$ cat config.mk
export PLATFORM = sky130hd
export DESIGN_NAME = triple_exponential_smoothing_forecast
export DESIGN_NICKNAME = d
export VERILOG_FILES = /design/src/hw/rtl/tesf_pkg.sv /design/src/hw/rtl/tesf_div.sv /design/src/hw/rtl/triple_exponential_smoothing_forecast.sv
export SDC_FILE = /design/constraint.sdc
export NUM_CORES = 2
export LEC_CHECK = 0
export BUFFER_PORTS_ARGS = -buffer_cell sky130_fd_sc_hd__buf_2
export CAP_MARGIN = 20
export CORE_ASPECT_RATIO = 2
export CORE_MARGIN = 1.5
export CORE_UTILIZATION = 55
export CTS_CLUSTER_SIZE = 28
export DETAILED_ROUTE_END_ITERATION = 8
export PLACE_DENSITY = 0.67
export SLEW_MARGIN = 20
export SYNTH_ARGS = -nofsm -noshare
export SYNTH_HDL_FRONTEND = slang
export SYNTH_HIERARCHICAL = 1
export SYNTH_SLANG_ARGS = --single-unit
$ cat constraint.sdc
create_clock -name i_clk -period 10.5 [get_ports i_clk]
set_clock_uncertainty 0.2 [all_clocks]
set_input_delay 0 -clock i_clk [delete_from_list [all_inputs] [get_ports i_clk]]
set_output_delay 0 -clock i_clk [all_outputs]
set_load 0.01 [all_outputs]
$ cat src/hw/rtl/tesf_pkg.sv
// ----------------------------------------------------------------------------
// tesf_pkg: shared types and constants
// Transaction types, sequencer states, divider selection and saturation
// helpers for the triple exponential smoothing forecaster.
// ----------------------------------------------------------------------------
package tesf_pkg;

    localparam int SMP_W    = 32;
    localparam int LVL_FRAC = 16;
    localparam int LVL_W    = SMP_W + LVL_FRAC;
    localparam int SUM_W    = SMP_W + 2;
    localparam int COEF_W   = 8;
    localparam int PROD_W   = LVL_W + COEF_W + 1;
    localparam int DIV_W    = 64;
    localparam int DIG_W    = 8;
    localparam int DIGITS   = DIV_W / DIG_W;
    localparam int DCNT_W   = $clog2(DIGITS);
    localparam int REM_W    = 4;
    localparam int V_W      = REM_W + DIG_W;
    localparam int RECIP_W  = 15;
    localparam int RECIP_SH = 16;
    localparam int FC_SHIFT = LVL_FRAC;

    // 9 * 2^16 rounding: bias by half the divisor, drop 16 bits, divide by 9
    localparam logic [DIV_W-1:0] FC_BIAS = DIV_W'(9) << (FC_SHIFT - 1);

    // forecast step m: 9*(3s1-3s2+s3) + m*(22s1-38s2+16s3); middle term subtracted
    localparam logic [COEF_W-1:0] FC_COEF [0:2][0:2] = '{
        '{8'd49, 8'd65,  8'd25},
        '{8'd71, 8'd103, 8'd41},
        '{8'd93, 8'd141, 8'd57}
    };

    typedef struct packed {
        logic signed [SMP_W-1:0] sample;
        logic                    last;
    } t_in;

    typedef struct packed {
        logic signed [SMP_W-1:0] forecast_one;
        logic signed [SMP_W-1:0] forecast_two;
        logic signed [SMP_W-1:0] forecast_three;
        logic                    too_few;
    } t_out;

    typedef enum logic [1:0] {
        DIV_SEED,
        DIV_STEP,
        DIV_FCAST
    } t_div_sel;

    typedef struct packed {
        logic     start;
        t_div_sel sel;
    } t_div_req;

    typedef struct packed {
        logic                    busy;
        logic                    done;
        logic signed [DIV_W-1:0] quot;
    } t_div_rsp;

    typedef enum logic [1:0] {
        DV_IDLE,
        DV_DIGIT,
        DV_SIGN
    } t_div_state;

    typedef enum logic [3:0] {
        ST_IDLE,
        ST_SEED,
        ST_SEED_W,
        ST_SM_START,
        ST_SM_W,
        ST_FC_MUL,
        ST_FC_ACC,
        ST_FC_DIV,
        ST_FC_W,
        ST_EMIT
    } t_state;

    function automatic logic signed [LVL_W-1:0] sat_lvl(input logic signed [DIV_W-1:0] v);
        logic fits;
        fits = (&v[DIV_W-1:LVL_W-1]) | ~(|v[DIV_W-1:LVL_W-1]);
        if (fits) begin
            return v[LVL_W-1:0];
        end else if (v[DIV_W-1]) begin
            return {1'b1, {(LVL_W-1){1'b0}}};
        end else begin
            return {1'b0, {(LVL_W-1){1'b1}}};
        end
    endfunction

    function automatic logic signed [SMP_W-1:0] sat_smp(input logic signed [DIV_W-1:0] v);
        logic fits;
        fits = (&v[DIV_W-1:SMP_W-1]) | ~(|v[DIV_W-1:SMP_W-1]);
        if (fits) begin
            return v[SMP_W-1:0];
        end else if (v[DIV_W-1]) begin
            return {1'b1, {(SMP_W-1){1'b0}}};
        end else begin
            return {1'b0, {(SMP_W-1){1'b1}}};
        end
    endfunction

endpackage

$ cat src/hw/rtl/tesf_div.sv
// ----------------------------------------------------------------------------
// tesf_div: rounding divider by a small constant
// Signed numerator, divisor 3, 5 or 9 (after a 16-bit drop), rounded to
// nearest with ties away from zero. One 8-bit quotient digit per cycle.
// ----------------------------------------------------------------------------
module tesf_div
    import tesf_pkg::*;
(
    input  logic                    i_clk,
    input  logic                    i_rst_n,
    input  t_div_req                i_req,
    input  logic signed [DIV_W-1:0] i_num,
    output t_div_rsp                o_rsp
);

    t_div_state             r_state, n_state;
    t_div_sel               r_sel, n_sel;
    logic [DIV_W-1:0]       r_m, n_m;
    logic [REM_W-1:0]       r_rem, n_rem;
    logic [DCNT_W-1:0]      r_cnt, n_cnt;
    logic                   r_neg, n_neg;
    logic                   r_done, n_done;
    logic signed [DIV_W-1:0] r_quot, n_quot;

    logic                   neg;
    logic [DIV_W-1:0]       base, addend, bsum, load_m;
    logic [REM_W-1:0]       dvsr;
    logic [RECIP_W-1:0]     recip;
    logic [V_W-1:0]         v, back, rem_full;
    logic [V_W+RECIP_W-1:0] prod;
    logic [DIG_W-1:0]       qd;

    always_comb begin
        neg  = i_num[DIV_W-1];
        base = neg ? ~i_num : i_num;
        case (i_req.sel)
            DIV_SEED:  addend = DIV_W'(1);
            DIV_STEP:  addend = DIV_W'(2);
            DIV_FCAST: addend = FC_BIAS;
            default:   addend = '0;
        endcase
        addend = addend + DIV_W'(neg);
        bsum   = base + addend;
        load_m = (i_req.sel == DIV_FCAST) ? (bsum >> FC_SHIFT) : bsum;
    end

    always_comb begin
        case (r_sel)
            DIV_SEED: begin
                dvsr  = REM_W'(3);
                recip = RECIP_W'(21846);
            end
            DIV_STEP: begin
                dvsr  = REM_W'(5);
                recip = RECIP_W'(13108);
            end
            DIV_FCAST: begin
                dvsr  = REM_W'(9);
                recip = RECIP_W'(7282);
            end
            default: begin
                dvsr  = REM_W'(5);
                recip = RECIP_W'(13108);
            end
        endcase
        v        = {r_rem, r_m[DIV_W-1 -: DIG_W]};
        prod     = {{RECIP_W{1'b0}}, v} * {{V_W{1'b0}}, recip};
        qd       = prod[RECIP_SH +: DIG_W];
        back     = {{REM_W{1'b0}}, qd} * {{DIG_W{1'b0}}, dvsr};
        rem_full = v - back;
    end

    always_comb begin
        n_state = r_state;
        n_sel   = r_sel;
        n_m     = r_m;
        n_rem   = r_rem;
        n_cnt   = r_cnt;
        n_neg   = r_neg;
        n_done  = 1'b0;
        n_quot  = r_quot;
        case (r_state)
            DV_IDLE: begin
                if (i_req.start) begin
                    n_sel   = i_req.sel;
                    n_m     = load_m;
                    n_rem   = '0;
                    n_cnt   = '0;
                    n_neg   = neg;
                    n_state = DV_DIGIT;
                end
            end
            DV_DIGIT: begin
                n_m   = {r_m[DIV_W-DIG_W-1:0], qd};
                n_rem = rem_full[REM_W-1:0];
                n_cnt = r_cnt + DCNT_W'(1);
                if (r_cnt == DCNT_W'(DIGITS - 1)) begin
                    n_state = DV_SIGN;
                end
            end
            DV_SIGN: begin
                n_quot  = r_neg ? -$signed(r_m) : $signed(r_m);
                n_done  = 1'b1;
                n_state = DV_IDLE;
            end
            default: begin
                n_state = DV_IDLE;
            end
        endcase
    end

    always_ff @(posedge i_clk) begin
        if (!i_rst_n) begin
            r_state <= DV_IDLE;
            r_done  <= 1'b0;
        end else begin
            r_state <= n_state;
            r_done  <= n_done;
        end
    end

    always_ff @(posedge i_clk) begin
        r_sel  <= n_sel;
        r_m    <= n_m;
        r_rem  <= n_rem;
        r_cnt  <= n_cnt;
        r_neg  <= n_neg;
        r_quot <= n_quot;
    end

    assign o_rsp.busy = (r_state != DV_IDLE);
    assign o_rsp.done = r_done;
    assign o_rsp.quot = r_quot;

    a_start_idle: assert property (@(posedge i_clk) disable iff (!i_rst_n)
        i_req.start |-> (r_state == DV_IDLE))
        else $error("divider started while busy");

    a_done_after_sign: assert property (@(posedge i_clk) disable iff (!i_rst_n)
        (r_state == DV_SIGN) |=> (r_done && r_state == DV_IDLE))
        else $error("divider result not flagged after sign stage");

endmodule

$ cat src/hw/rtl/triple_exponential_smoothing_forecast.sv
// ----------------------------------------------------------------------------
// triple_exponential_smoothing_forecast: Brown triple smoothing forecaster
// Seeds three levels with the mean of the first three samples, smooths with
// factor 0.4; emits 1-, 2- and 3-step forecasts on the last sample, or too_few.
// ----------------------------------------------------------------------------
//  channel  direction  handshake                  payload
//  in       input      i_in_valid / o_in_stall    t_in  (sample, last)
//  out      output     o_out_valid / i_out_stall  t_out (three forecasts, too_few)
//
//  An ordinary sample runs three level updates, each through the shared
//  digit-serial divider (8 digit steps plus load, sign, ack). The third sample
//  also runs the seed division and replays all three held samples; the last
//  sample adds the forecast plus the emit state. Synchronous active-low reset
//  clears count, levels and handshake state. A waiting result does not stall
//  input; only a new result waits for it.
// ----------------------------------------------------------------------------
module triple_exponential_smoothing_forecast
    import tesf_pkg::*;
(
    input  logic i_clk,
    input  logic i_rst_n,
    input  logic i_in_valid,
    output logic o_in_stall,
    input  t_in  i_in_data,
    output logic o_out_valid,
    input  logic i_out_stall,
    output t_out o_out_data
);

    t_state                   r_state, n_state;
    logic [1:0]               r_count, n_count;
    logic signed [LVL_W-1:0]  r_l1, n_l1, r_l2, n_l2, r_l3, n_l3;
    logic signed [SMP_W-1:0]  r_first [0:2];
    logic signed [SMP_W-1:0]  n_first [0:2];
    logic signed [SMP_W-1:0]  r_x, n_x;
    logic [1:0]               r_k, n_k;
    logic [1:0]               r_fidx, n_fidx;
    logic                     r_replay, n_replay;
    logic                     r_last, n_last;
    logic                     r_short, n_short;
    logic [1:0]               r_m, n_m;
    logic [1:0]               r_t, n_t;
    logic signed [PROD_W-1:0] r_prod, n_prod;
    logic signed [DIV_W-1:0]  r_acc, n_acc;
    logic signed [SMP_W-1:0]  r_fc1, n_fc1, r_fc2, n_fc2, r_fc3, n_fc3;
    logic                     r_out_valid, n_out_valid;
    t_out                     r_out, n_out;

    t_div_req                 div_req;
    t_div_rsp                 div_rsp;
    logic signed [DIV_W-1:0]  div_num;

    logic                     accept, out_free;
    logic signed [SUM_W-1:0]  sum3;
    logic signed [LVL_W-1:0]  tgt, lvl, lvl_t;
    logic signed [LVL_W:0]    diff;
    logic signed [DIV_W-1:0]  upd;
    logic signed [LVL_W-1:0]  new_lvl;
    logic signed [SMP_W-1:0]  fc_val;

    tesf_div u_div (
        .i_clk   (i_clk),
        .i_rst_n (i_rst_n),
        .i_req   (div_req),
        .i_num   (div_num),
        .o_rsp   (div_rsp)
    );

    assign o_in_stall  = (r_state != ST_IDLE);
    assign accept      = i_in_valid && !o_in_stall;
    assign out_free    = !r_out_valid || !i_out_stall;
    assign o_out_valid = r_out_valid;
    assign o_out_data  = r_out;

    always_comb begin
        sum3 = {{2{r_first[0][SMP_W-1]}}, r_first[0]}
             + {{2{r_first[1][SMP_W-1]}}, r_first[1]}
             + {{2{r_first[2][SMP_W-1]}}, r_first[2]};
        case (r_k)
            2'd0: begin
                tgt = {r_x, {LVL_FRAC{1'b0}}};
                lvl = r_l1;
            end
            2'd1: begin
                tgt = r_l1;
                lvl = r_l2;
            end
            default: begin
                tgt = r_l2;
                lvl = r_l3;
            end
        endcase
        diff    = {tgt[LVL_W-1], tgt} - {lvl[LVL_W-1], lvl};
        upd     = {{(DIV_W-LVL_W){lvl[LVL_W-1]}}, lvl} + div_rsp.quot;
        new_lvl = sat_lvl(upd);
        fc_val  = sat_smp(div_rsp.quot);
        case (r_t)
            2'd0:    lvl_t = r_l1;
            2'd1:    lvl_t = r_l2;
            default: lvl_t = r_l3;
        endcase
    end

    always_comb begin
        n_state     = r_state;
        n_count     = r_count;
        n_l1        = r_l1;
        n_l2        = r_l2;
        n_l3        = r_l3;
        n_first     = r_first;
        n_x         = r_x;
        n_k         = r_k;
        n_fidx      = r_fidx;
        n_replay    = r_replay;
        n_last      = r_last;
        n_short     = r_short;
        n_m         = r_m;
        n_t         = r_t;
        n_prod      = r_prod;
        n_acc       = r_acc;
        n_fc1       = r_fc1;
        n_fc2       = r_fc2;
        n_fc3       = r_fc3;
        n_out       = r_out;
        n_out_valid = r_out_valid && i_out_stall;
        div_req     = '{start: 1'b0, sel: DIV_STEP};
        div_num     = {{(DIV_W-LVL_W-2){diff[LVL_W]}}, diff, 1'b0};

        case (r_state)
            ST_IDLE: begin
                if (accept) begin
                    n_last  = i_in_data.last;
                    n_short = 1'b0;
                    if (r_count != 2'd3) begin
                        n_first[r_count] = i_in_data.sample;
                        n_count          = r_count + 2'd1;
                        if (r_count == 2'd2) begin
                            n_state = ST_SEED;
                        end else if (i_in_data.last) begin
                            n_short = 1'b1;
                            n_state = ST_EMIT;
                        end
                    end else begin
                        n_x      = i_in_data.sample;
                        n_k      = 2'd0;
                        n_replay = 1'b0;
                        n_state  = ST_SM_START;
                    end
                end
            end
            ST_SEED: begin
                div_req = '{start: 1'b1, sel: DIV_SEED};
                div_num = {{(DIV_W-SUM_W-LVL_FRAC){sum3[SUM_W-1]}}, sum3, {LVL_FRAC{1'b0}}};
                n_state = ST_SEED_W;
            end
            ST_SEED_W: begin
                if (div_rsp.done) begin
                    n_l1     = sat_lvl(div_rsp.quot);
                    n_l2     = sat_lvl(div_rsp.quot);
                    n_l3     = sat_lvl(div_rsp.quot);
                    n_replay = 1'b1;
                    n_fidx   = 2'd0;
                    n_x      = r_first[0];
                    n_k      = 2'd0;
                    n_state  = ST_SM_START;
                end
            end
            ST_SM_START: begin
                div_req = '{start: 1'b1, sel: DIV_STEP};
                n_state = ST_SM_W;
            end
            ST_SM_W: begin
                if (div_rsp.done) begin
                    case (r_k)
                        2'd0:    n_l1 = new_lvl;
                        2'd1:    n_l2 = new_lvl;
                        default: n_l3 = new_lvl;
                    endcase
                    if (r_k != 2'd2) begin
                        n_k     = r_k + 2'd1;
                        n_state = ST_SM_START;
                    end else if (r_replay && r_fidx != 2'd2) begin
                        n_fidx  = r_fidx + 2'd1;
                        n_x     = r_first[r_fidx + 2'd1];
                        n_k     = 2'd0;
                        n_state = ST_SM_START;
                    end else begin
                        n_replay = 1'b0;
                        if (r_last) begin
                            n_m     = 2'd0;
                            n_t     = 2'd0;
                            n_acc   = '0;
                            n_state = ST_FC_MUL;
                        end else begin
                            n_state = ST_IDLE;
                        end
                    end
                end
            end
            ST_FC_MUL: begin
                n_prod  = PROD_W'(lvl_t) * PROD_W'($signed({1'b0, FC_COEF[r_m][r_t]}));
                n_state = ST_FC_ACC;
            end
            ST_FC_ACC: begin
                if (r_t == 2'd1) begin
                    n_acc = r_acc - {{(DIV_W-PROD_W){r_prod[PROD_W-1]}}, r_prod};
                end else begin
                    n_acc = r_acc + {{(DIV_W-PROD_W){r_prod[PROD_W-1]}}, r_prod};
                end
                if (r_t == 2'd2) begin
                    n_state = ST_FC_DIV;
                end else begin
                    n_t     = r_t + 2'd1;
                    n_state = ST_FC_MUL;
                end
            end
            ST_FC_DIV: begin
                div_req = '{start: 1'b1, sel: DIV_FCAST};
                div_num = r_acc;
                n_state = ST_FC_W;
            end
            ST_FC_W: begin
                if (div_rsp.done) begin
                    case (r_m)
                        2'd0:    n_fc1 = fc_val;
                        2'd1:    n_fc2 = fc_val;
                        default: n_fc3 = fc_val;
                    endcase
                    if (r_m == 2'd2) begin
                        n_state = ST_EMIT;
                    end else begin
                        n_m     = r_m + 2'd1;
                        n_t     = 2'd0;
                        n_acc   = '0;
                        n_state = ST_FC_MUL;
                    end
                end
            end
            ST_EMIT: begin
                if (out_free) begin
                    n_out.forecast_one   = r_short ? '0 : r_fc1;
                    n_out.forecast_two   = r_short ? '0 : r_fc2;
                    n_out.forecast_three = r_short ? '0 : r_fc3;
                    n_out.too_few        = r_short;
                    n_out_valid          = 1'b1;
                    n_count              = 2'd0;
                    n_l1                 = '0;
                    n_l2                 = '0;
                    n_l3                 = '0;
                    n_state              = ST_IDLE;
                end
            end
            default: begin
                n_state = ST_IDLE;
            end
        endcase
    end

    always_ff @(posedge i_clk) begin
        if (!i_rst_n) begin
            r_state     <= ST_IDLE;
            r_count     <= 2'd0;
            r_l1        <= '0;
            r_l2        <= '0;
            r_l3        <= '0;
            r_replay    <= 1'b0;
            r_out_valid <= 1'b0;
        end else begin
            r_state     <= n_state;
            r_count     <= n_count;
            r_l1        <= n_l1;
            r_l2        <= n_l2;
            r_l3        <= n_l3;
            r_replay    <= n_replay;
            r_out_valid <= n_out_valid;
        end
    end

    always_ff @(posedge i_clk) begin
        r_first <= n_first;
        r_x     <= n_x;
        r_k     <= n_k;
        r_fidx  <= n_fidx;
        r_last  <= n_last;
        r_short <= n_short;
        r_m     <= n_m;
        r_t     <= n_t;
        r_prod  <= n_prod;
        r_acc   <= n_acc;
        r_fc1   <= n_fc1;
        r_fc2   <= n_fc2;
        r_fc3   <= n_fc3;
        r_out   <= n_out;
    end

    a_done_in_wait: assert property (@(posedge i_clk) disable iff (!i_rst_n)
        div_rsp.done |-> (r_state == ST_SEED_W || r_state == ST_SM_W || r_state == ST_FC_W))
        else $error("divider result arrived outside a wait state");

    a_div_free: assert property (@(posedge i_clk) disable iff (!i_rst_n)
        div_req.start |-> !div_rsp.busy)
        else $error("divider request while divider busy");

    a_fc_index: assert property (@(posedge i_clk) disable iff (!i_rst_n)
        (r_state == ST_FC_MUL || r_state == ST_FC_ACC) |-> (r_t != 2'd3 && r_m != 2'd3))
        else $error("forecast term index out of range");

    a_emit_clears: assert property (@(posedge i_clk) disable iff (!i_rst_n)
        (r_state == ST_EMIT && out_free) |=> (r_count == 2'd0 && o_out_valid))
        else $error("series state not cleared on result transaction");

    a_replay_only_full: assert property (@(posedge i_clk) disable iff (!i_rst_n)
        (r_state == ST_SM_START) |-> (r_count == 2'd3))
        else $error("smoothing before three samples held");

endmodule

==> flow_summary.html <==
<table>
<tr><th>Metric</th><th>Value</th></tr>
<tr><th colspan="2">Run status</th></tr>
<tr><td>Status</td><td>complete, no violations</td></tr>
<tr><th colspan="2">Floorplan</th></tr>
<tr><td>Total Die Area</td><td>123,200 µm²</td></tr>
<tr><td>Core Rows</td><td>180</td></tr>
<tr><td>Height of the die</td><td>494.8 µm</td></tr>
<tr><td>Initial core utilization</td><td>55.41%</td></tr>
<tr><td>Top-level I/O count</td><td>136</td></tr>
<tr><td>Floorplan die width</td><td>248.9 µm</td></tr>
<tr><td>Core Region</td><td>120,000 µm²</td></tr>
<tr><th colspan="2">STA</th></tr>
<tr><td>Total of endpoints with negative setup slack in the final report</td><td>0</td></tr>
<tr><td>Final min period</td><td>9.796 ns</td></tr>
<tr><td>Maximum operating frequency</td><td>0.1021 GHz</td></tr>
<tr><td>Hold Violations, Final</td><td>0</td></tr>
<tr><td>Unrepaired setup endpoints after global routing</td><td>false</td></tr>
<tr><td>Sum of negative setup slack</td><td>0 ns</td></tr>
<tr><td>Worst slew margin relative to its limit</td><td>14.98%</td></tr>
<tr><td>Transition time at the pin with the least slew margin</td><td>1.266 ns</td></tr>
<tr><td>Share of the cycle needed by the critical path after routing</td><td>93.29%</td></tr>
<tr><td>Final-report max-slew violation count</td><td>0</td></tr>
<tr><td>Minimum setup slack in the final design</td><td>0.7045 ns</td></tr>
<tr><th colspan="2">Drt</th></tr>
<tr><td>Final wirelength</td><td>270,000 µm</td></tr>
<tr><td>Remaining antenna violation count after routing</td><td>0</td></tr>
<tr><td>Number of violations reported at the end of detailed-routing iteration 0</td><td>5,223</td></tr>
<tr><td>DRC errors left</td><td>0</td></tr>
<tr><td>Detailed Routing Iterations Pass 1</td><td>6</td></tr>
<tr><td>Overall via count from detail_route</td><td>58.50k</td></tr>
<tr><td>Vias per std cell</td><td>6.575</td></tr>
<tr><td>Average detailed-routed wire length per instance</td><td>30.35 µm</td></tr>
<tr><th colspan="2">Logic synthesis</th></tr>
<tr><td>Synthesized-area fraction occupied by xor and xnor cells</td><td>5.933%</td></tr>
<tr><td>Count of flip-flops with a built-in enable after synthesis</td><td>590</td></tr>
<tr><td>Cell type with the highest aggregate area in the netlist</td><td>edfxtp_1</td></tr>
<tr><td>Seq cells post-synth</td><td>745</td></tr>
<tr><td>Multiplexer share of the synthesized area</td><td>1.029%</td></tr>
<tr><td>Sequential-to-total area share from yosys stat</td><td>31.30%</td></tr>
<tr><td>Post-synth ARST share</td><td>0%</td></tr>
<tr><td>Warnings, synthesis</td><td>6</td></tr>
<tr><td>Simple-gate area share of the yosys netlist</td><td>14.70%</td></tr>
<tr><td>Mapped Nets</td><td>8,147</td></tr>
<tr><td>Share of synthesized cell area in full adder, half adder and majority cells</td><td>20.65%</td></tr>
<tr><td>Combinational family with the most area after synthesis</td><td>adder cells</td></tr>
<tr><td>Mapped cell area</td><td>66,510 µm²</td></tr>
<tr><td>Most instantiated flip-flop cell in the synthesis netlist</td><td>edfxtp_1</td></tr>
<tr><td>Most area-consuming cells after synthesis</td><td>edfxtp_1, fa_1, ha_1</td></tr>
<tr><td>Unique cell type count in the Yosys netlist</td><td>92</td></tr>
<tr><td>Average size of a mapped cell</td><td>9.154 µm²</td></tr>
<tr><td>Synthesized instance count</td><td>7,266</td></tr>
<tr><td>Share of the synthesized area in the top cell type</td><td>26.64%</td></tr>
<tr><td>Area fraction in compound gates after synthesis</td><td>20.24%</td></tr>
<tr><th colspan="2">Power and ir drop</th></tr>
<tr><td>Power Dens Cells</td><td>375.5 nW/µm²</td></tr>
<tr><td>Worst IR Drop VDD</td><td>900.2 µV</td></tr>
<tr><td>Static leakage power</td><td>30.34 nW</td></tr>
<tr><th colspan="2">Finish</th></tr>
<tr><td>Reg area</td><td>20,820 µm²</td></tr>
<tr><td># nets final</td><td>8,154</td></tr>
<tr><td>Multi-input logic area</td><td>41,950 µm²</td></tr>
<tr><td>Area growth from synthesis to final layout</td><td>8.587%</td></tr>
<tr><td>Number of inserted filler cells in the final layout</td><td>10.59k</td></tr>
<tr><td>Ratio of cells with drive above 1 in the final layout</td><td>6.818%</td></tr>
<tr><th colspan="2">Clocking</th></tr>
<tr><td>Sinks on the clock net</td><td>745</td></tr>
<tr><td>CTS clock-pin slew for the worst setup and hold paths</td><td>0.08 ns</td></tr>
<tr><td>Clock tree from TritonCTS</td><td>yes</td></tr>
<tr><td>Deepest clock path buffer count</td><td>3</td></tr>
<tr><td>Number of clock buffers inserted by TritonCTS</td><td>73</td></tr>
<tr><td>Post-CTS repair timing setup buffer count</td><td>0</td></tr>
<tr><td>CTS H-tree depth</td><td>3</td></tr>
<tr><td>Clock root buffer</td><td>clkbuf_16</td></tr>
<tr><td>Cells resized by post-CTS repair</td><td>0</td></tr>
<tr><td>Source-to-sink clock delay at the later pin of the worst-skew pair</td><td>0.76 ns</td></tr>
<tr><th colspan="2">Critical path</th></tr>
<tr><td>Arrival time of the worst setup path</td><td>10.04 ns</td></tr>
<tr><td>Number of buffer and inverter instances along the worst setup path</td><td>6</td></tr>
<tr><td>Biggest cell delay along the critical path</td><td>0.94 ns</td></tr>
<tr><td>Slowest library cell on the worst path</td><td>o21ai_0</td></tr>
<tr><td>Launching element type of the critical path</td><td>flip-flop</td></tr>
<tr><td>Endpoint kind of the worst setup timing path</td><td>flip-flop</td></tr>
<tr><td>Worst setup path class</td><td>reg -&gt; reg</td></tr>
<tr><td>Cell with the most instances on the worst path</td><td>o21ai_0</td></tr>
<tr><td>Critical Path RT</td><td>10.75 ns</td></tr>
<tr><td>Cell family contributing the most delay on the critical path</td><td>compound AO/OA/AOI/OAI gates</td></tr>
<tr><td>Crit-path max FO</td><td>35</td></tr>
<tr><th colspan="2">Hold path</th></tr>
<tr><td>Class of the worst hold path</td><td>in -&gt; reg</td></tr>
<tr><th colspan="2">Placement</th></tr>
<tr><td>HPWL after detailed placement</td><td>214,900 µm</td></tr>
<tr><td>Pre-CTS worst setup slack</td><td>1.208 ns</td></tr>
<tr><td>Number of input and output port buffers inserted</td><td>135</td></tr>
<tr><td>Global placer's final weighted congestion</td><td>1.104</td></tr>
<tr><th colspan="2">GRT</th></tr>
<tr><td>Number of antenna violations at the first check in global routing</td><td>20</td></tr>
<tr><td>Via count of the first global-routing pass</td><td>59.06k</td></tr>
<tr><td>GRT Total Usage</td><td>43.54%</td></tr>
<tr><td>Maximum number of pins on one net before global-route repair</td><td>104</td></tr>
<tr><td>Wire length of the first global-routing pass</td><td>389,100 µm</td></tr>
<tr><td>Congestion Overflow GR</td><td>0</td></tr>
<tr><th colspan="2">Run</th></tr>
<tr><td>Number of maximum-capacitance violations</td><td>0</td></tr>
</table>
## final timing paths
| path | cells after the start | slack (ns) | endpoint | start |
|---|---|---|---|---|
| worst max-delay path | 30 | 0.70 | u_div/r_m[26] | r_k[1] |
| worst min-delay path | 4 | 0.04 | r_x[18] | i_in_data[19] |
| worst max register to register | 30 | 0.70 | u_div/r_m[26] | r_k[1] |
| worst min register to register | 2 | 0.31 | r_replay | r_replay |
## cell type report
| cell class | instances | area share (%) |
|---|---|---|
| sequential | 745 | 28.83 |
| inverter | 669 | 3.477 |
| antenna | 17 | 0.05890 |
| timing repair buffer | 335 | 3.295 |
| multi-input combinational | 5449 | 58.08 |
| clock inverter | 51 | 0.9372 |
| clock buffer | 84 | 2.644 |
| tap | 1547 | 2.680 |
## timing repair
action,4_1_cts,5_1_grt
hold endpoints to repair,214,3
endpoints found under the setup margin,0,0
hold buffers,70,1
## routing by layer
layer	track usage (%)	wire length, µm	up-vias
met5	0	50	-
met4	49.54	37810	8
met3	8.481	18170	1268
met2	75.92	132700	2833
met1	40.11	81260	28670
li1	-	-	25720
## through the flow
stage                     instance area (µm²)  hold WS (ns)  std cells  power [W]  util, %
after floorplan                         66510       -0.1011       7266    0.01943        -
after global placement                  68850       0.01419       8673    0.02349    57.35
after detailed placement                68850       0.01886       8673    0.02382    57.36
after CTS                               72140      0.001151       8878    0.02683    60.10
after global routing                    72200       0.02284       8889    0.02878    60.15
final                                   72220       0.03976       8897    0.02712    60.17
## layout by cell type (no fill, tap or decap), drive strengths merged, types with 43 or more instances in the layout
| cell type | n |
|---|---|
| nand3 | 102 |
| clkbuf | 85 |
| nand2b | 93 |
| a22oi | 97 |
| a21oi | 445 |
| a31oi | 55 |
| nor4 | 43 |
| nor2 | 597 |
| o31ai | 54 |
| edfxtp | 590 |
| buf | 263 |
| dfxtp | 155 |
| a21o | 302 |
| nor2b | 168 |
| xnor2 | 324 |
| nor3 | 84 |
| o21ai | 486 |
| and2 | 96 |
| fa | 423 |
| a41oi | 142 |
| xor2 | 124 |
| a22o | 103 |
| dlygate4sd3 | 71 |
| nand2 | 622 |
| inv | 672 |
| mux2i | 59 |
| nand4 | 72 |
| ha | 421 |
## state kept, by name (all words and copies together), names as in the netlist, 48 cells and up
signal        cells
r_prod           57
r_l1             48
u_div/r_m        64
r_l3             48
r_l2             48
r_acc            64
u_div/r_quot     64
r_first          96
o_out_data       97
## Yosys cell counts (all sizes together) (10+ instances only)
cell	number
a211o	10
a211oi	41
a21boi	17
a21o	302
a21oi	445
a22o	103
a22oi	97
a31oi	55
a41oi	142
and2	96
and3	33
buf	59
clkbuf	344
dfxtp	155
edfxtp	590
fa	423
ha	421
inv	666
mux2i	59
nand2	622
nand2b	93
nand3	102
nand3b	11
nand4	72
nor2	597
nor2b	168
nor3	84
nor3b	18
nor4	43
o211ai	30
o21a	38
o21ai	486
o21bai	41
o221ai	18
o22ai	18
o31a	10
o31ai	54
o41ai	24
or2	23
or3	25
or4	28
or4b	10
xnor2	324
xor2	124
## power breakdown
part	switching, W	internal [W]
clock network	0.00136	0.00157
registers	0.000604	0.00391
logic	0.0123	0.00735
total	0.0143	0.0128
## worst reg2reg max path, delay by kind of cell, from the launching register on
family,cells,cell delay [ns]
simple gates,3,1.11
fa+ha+maj,3,1.12
flops,1,0.40
buf+inv,6,1.26
xor+xnor,1,0.17
compound gates,17,5.26
## cell families after synthesis
logic type	Yosys count
buf+inv	1072
flops	745
mux	67
fa+ha+maj	844
compound gates	2034
simple gates	2055
xor+xnor	449
No activity file was read; power rests on OpenSTA's default activity.
